**config.mk**
```make
export PLATFORM = sky130hd
export DESIGN_NAME = tgad_hdr_check
export DESIGN_NICKNAME = d
export VERILOG_FILES = /design/src/hdl/tgad_pkg.sv /design/src/hdl/tgad_hdr_check.sv
export SDC_FILE = /design/constraint.sdc
export NUM_CORES = 1
export LEC_CHECK = 0
export BUFFER_PORTS_ARGS = -buffer_cell sky130_fd_sc_hd__buf_2
export CORE_MARGIN = 3
export CORE_UTILIZATION = 29
export DETAILED_ROUTE_END_ITERATION = 7
export PLACE_DENSITY_LB_ADDON = 0.2
export SYNTH_ARGS = -nofsm -noshare
export SYNTH_HDL_FRONTEND = slang
export SYNTH_SLANG_ARGS = --single-unit
```
**constraint.sdc**
```tcl
create_clock -name vclk -period 3.7
set_clock_uncertainty 0.15 [all_clocks]
set_input_delay 0.74 -clock vclk [all_inputs]
set_output_delay 0.74 -clock vclk [all_outputs]
set_load 0.005 [all_outputs]
```
**src/hdl/tgad_pkg.sv**
```systemverilog
// shared constants, codes and types of the tga stream decoder
`default_nettype none
package tgad_pkg;

  localparam int MAX_WIDTH   = 4096;
  localparam int MAX_HEIGHT  = 4096;
  localparam int MIN_WIDTH   = 4;
  localparam int PAL_ENTRIES = 256;
  localparam int HDR_BYTES   = 18;

  // image types
  localparam logic [7:0] TYPE_INDEXED     = 8'd1;
  localparam logic [7:0] TYPE_RGB         = 8'd2;
  localparam logic [7:0] TYPE_INDEXED_RLE = 8'd9;
  localparam logic [7:0] TYPE_RGB_RLE     = 8'd10;

  // result kinds
  localparam logic [1:0] KIND_SPAN  = 2'd0;
  localparam logic [1:0] KIND_SIZE  = 2'd1;
  localparam logic [1:0] KIND_DONE  = 2'd2;
  localparam logic [1:0] KIND_ERROR = 2'd3;

  // error codes
  localparam logic [3:0] ERR_NONE      = 4'd0;
  localparam logic [3:0] ERR_SHORT_HDR = 4'd1;
  localparam logic [3:0] ERR_COMMENT   = 4'd2;
  localparam logic [3:0] ERR_TYPE      = 4'd3;
  localparam logic [3:0] ERR_ZERO_SIZE = 4'd4;
  localparam logic [3:0] ERR_CMAP_TYPE = 4'd5;
  localparam logic [3:0] ERR_COLORS    = 4'd6;
  localparam logic [3:0] ERR_CMAP_SIZE = 4'd7;
  localparam logic [3:0] ERR_DEPTH     = 4'd8;
  localparam logic [3:0] ERR_TRUNC     = 4'd9;
  localparam logic [3:0] ERR_SIZE      = 4'd10;

  typedef logic [HDR_BYTES-1:0][7:0] hdr_bytes_t;

  typedef struct packed {
    logic [3:0]  err;
    logic        indexed;
    logic        rle;
    logic        has_pal;
    logic        pal4;
    logic        pix4;
    logic [12:0] width;
    logic [12:0] height;
    logic [8:0]  cm_start;
    logic [8:0]  cm_end;
  } hdr_info_t;

endpackage
`default_nettype wire

```
**src/hdl/tgad_hdr_check.sv**
```systemverilog
// header decode and validity checks of the tga stream decoder
`default_nettype none
module tgad_hdr_check import tgad_pkg::*; (
  input  wire hdr_bytes_t hdr,
  output hdr_info_t       info
);

  logic [7:0]  img_type;
  logic [15:0] w, h, cm_start, cm_len;
  logic [16:0] cm_sum;
  logic        type_ok, indexed;

  always_comb begin
    img_type = hdr[2];
    w        = {hdr[13], hdr[12]};
    h        = {hdr[15], hdr[14]};
    cm_start = {hdr[4], hdr[3]};
    cm_len   = {hdr[6], hdr[5]};
    cm_sum   = {1'b0, cm_start} + {1'b0, cm_len};
    indexed  = (img_type == TYPE_INDEXED) || (img_type == TYPE_INDEXED_RLE);
    type_ok  = indexed || (img_type == TYPE_RGB) || (img_type == TYPE_RGB_RLE);

    if (!type_ok) begin
      info.err = ERR_TYPE;
    end else if (w == 16'd0 || h == 16'd0) begin
      info.err = ERR_ZERO_SIZE;
    end else if (w < 16'(MIN_WIDTH) || w > 16'(MAX_WIDTH) || h > 16'(MAX_HEIGHT)) begin
      info.err = ERR_SIZE;
    end else if (indexed) begin
      if (hdr[1] != 8'd1) begin
        info.err = ERR_CMAP_TYPE;
      end else if (cm_len > 16'(PAL_ENTRIES)) begin
        info.err = ERR_COLORS;
      end else if (hdr[16] != 8'd8 || hdr[7] < 8'd24) begin
        info.err = ERR_CMAP_SIZE;
      end else if (cm_sum > 17'(PAL_ENTRIES)) begin
        info.err = ERR_COLORS;
      end else begin
        info.err = ERR_NONE;
      end
    end else if (hdr[16] != 8'd24 && hdr[16] != 8'd32) begin
      info.err = ERR_DEPTH;
    end else begin
      info.err = ERR_NONE;
    end

    info.indexed  = indexed;
    info.rle      = (img_type == TYPE_INDEXED_RLE) || (img_type == TYPE_RGB_RLE);
    info.has_pal  = indexed && (cm_len != 16'd0);
    info.pal4     = (hdr[7] == 8'd32);
    info.pix4     = (hdr[16] == 8'd32);
    info.width    = w[12:0];
    info.height   = h[12:0];
    info.cm_start = cm_start[8:0];
    info.cm_end   = cm_sum[8:0];
  end

endmodule
`default_nettype wire

```
==> reports/qor.yml <==
status: "complete, but fails checks"
violations: "negative setup slack"
vias_per_cell: 4.65
grt_pass1_wl_mm: 6.67
power.total_uw: 310
drt-initial-drc-count: 60
firstDrtPassIters: 4
synth_fp_nets: 365
clockBufferCount: 0
fmax_mhz: 239
grtUsageTotal_pct: 14.2
maxCapViolCount: 0
hold_path_class: "in -> out"
period_share_pct: 113
n_antenna_cell: 0
num-fill-cells: 469
powerDensity_nw_per_um2: 137
synth.distinct_cells: 48
synth.most_common_cell: "buf_4"
critPathKind: "in -> out"
grt_pass1_vias: 1598
synthTopCellsByArea: "buf_4 19%, ha_1 14%, a21oi_1 7.1%, nor2_1 4.5%, nor4_1 4.4%"
postRouteWirelength_mm: 4.65
yosysTopAreaCell: "buf_4"
setup_viol: 2
yosysTopAreaCellShare_pct: 19.1
design.seq.count: 0
die_w_um: 75.8
endpoint_kind: "output pin"
pin_count: 197
die-area_um2: 5740
die_h_um: 75.8
grt_overflow_total: 0
initial_utilization_pct: 31.2
io_buffers: 149
rsz0062_at_grt: "yes"
antenna_found_initial: 0
avgSynthCellArea_um2: 6.92
fin_nets: 512
min_period_ps: 4180
peakVddDrop_v: 0.0000527
drive_gt1_share_pct: 55.6
ant_nets: 0
min_from: "hdr[24]"
synth-warning-count: 0
holdWs_ps: 1500
rows: 24
num_vias: 1925
grt_max_degree: 8
synth_area_um2: 1410
drt_drc_violations_left: 0
post_drt_wl_per_cell_um: 11.2
yosysSeqAreaShare_pct: 0
slew_headroom_pct: 75.2
netlist_instances: 204
gp_congestion: 0.823
ff_latch_area_um2: 0
required_ps: 2810
worstHoldEndpoint: "info[9]"
synth.top_cells.by_count: "36 x buf_4, 20 x a21oi_1, 17 x nor2_1"
core-area_um2: 4530
cp-start-kind: "input port"
drv_slew: 0
p_leak_nw: 1.18
worstPathArrival_ps: 3290
multi_input_area_um2: 1150
hold_violations: 0
hold_depth: 2
tightestPinTransition_ps: 362
cts_hold_buf: 0
dpl.hpwl_mm: 4.36
area_growth_pct: 59.8
worstPathMaxFanout: 2
fin_ws_ps: -484
==> through the flow <==
stage | util, % | setup slack [ps] | TNS (ps) | instances | cell area (um^2)
after floorplan | - | -123 | -230 | 204 | 1430
after global placement | 49.1 | -563 | -1120 | 413 | 2220
after detailed placement | 49.1 | -554 | -1100 | 413 | 2220
after CTS | 49.5 | -521 | -1040 | 414 | 2240
after global routing | 49.8 | -650 | -1280 | 414 | 2260
final | 49.8 | -484 | -946 | 414 | 2260
==> how the worst max path moves through the flow <==
stage,startpoint,end,cells after the start
after floorplan,hdr[24],info[51],11
after global placement,hdr[40],info[51],13
after detailed placement,hdr[24],info[51],13
after CTS,hdr[24],info[50],13
after global routing,hdr[24],info[50],13
final,hdr[24],info[50],13
==> layer usage <==
layer | vias up | part of all wire, % | wire, um | GRT usage (%)
met2 | 89 | 48 | 2230 | 24.7
met5 | - | 0 | 0 | 0
met3 | 2 | 8.2 | 383 | 0.660
li1 | 1028 | - | - | -
met1 | 806 | 43 | 2020 | 20.2
met4 | 0 | 0.30 | 14 | 0.583
==> critical path, stage by stage <==
cell     delay, ps
buf_8          100
ha_4           150
fa_2           340
a21o_1         210
a21oi_2        150
xnor2_1         80
or4_1          510
or3_4          350
a21oi_2        130
nand4_1        140
a21oi_1        170
o21ai_1         80
buf_2          140
==> what timing repair did <==
action | in CTS | in global routing
pin swaps | 5 | 7
endpoints found under the hold margin | 0 | 0
setup endpoints to repair | 2 | 2
gates resized for setup | 2 | 3
setup buffers | 1 | 0
==> report_power, final <==
group	internal [mW]	leakage (nW)	total [mW]	switching, mW
Combinational	0.176	1.18	0.310	0.134
Sequential	0	0	0	0
Clock	0	0	0	0
==> logic make-up (layout without fill, tap and decap cells) <==
logic type	after synthesis	count (layout)	share of synthesized area, %
AOI/OAI and AO/OA	53	53	24.6
xor gates and xnor gates	11	11	6.82
adders and majority gates	17	17	15.6
buffers and inverters	42	187	20.7
muxes	3	3	2.21
and+or+nand+nor	78	78	30.0
==> layout make-up <==
type / instances / area share (%)
inverters: 5 / 0.831
repair buffers: 182 / 44.7
multi-input cells: 162 / 50.8
well taps: 65 / 3.60
==> cells in the final DEF, fill, tap and decap left out, drive strengths merged, types with 4 or more instances in the layout <==
master / Yosys / final
nor4: 10 / 10
nand4: 4 / 4
or3: 5 / 5
o21ai: 8 / 8
nor2b: 4 / 4
inv: 5 / 5
o21a: 5 / 5
nand2: 11 / 11
a21oi: 20 / 20
nor2: 17 / 17
xnor2: 6 / 6
nand3: 5 / 5
buf: 36 / 182
xor2: 5 / 5
nor3: 6 / 6
ha: 16 / 16
Note: power is estimated with default switching activity, not from simulation.
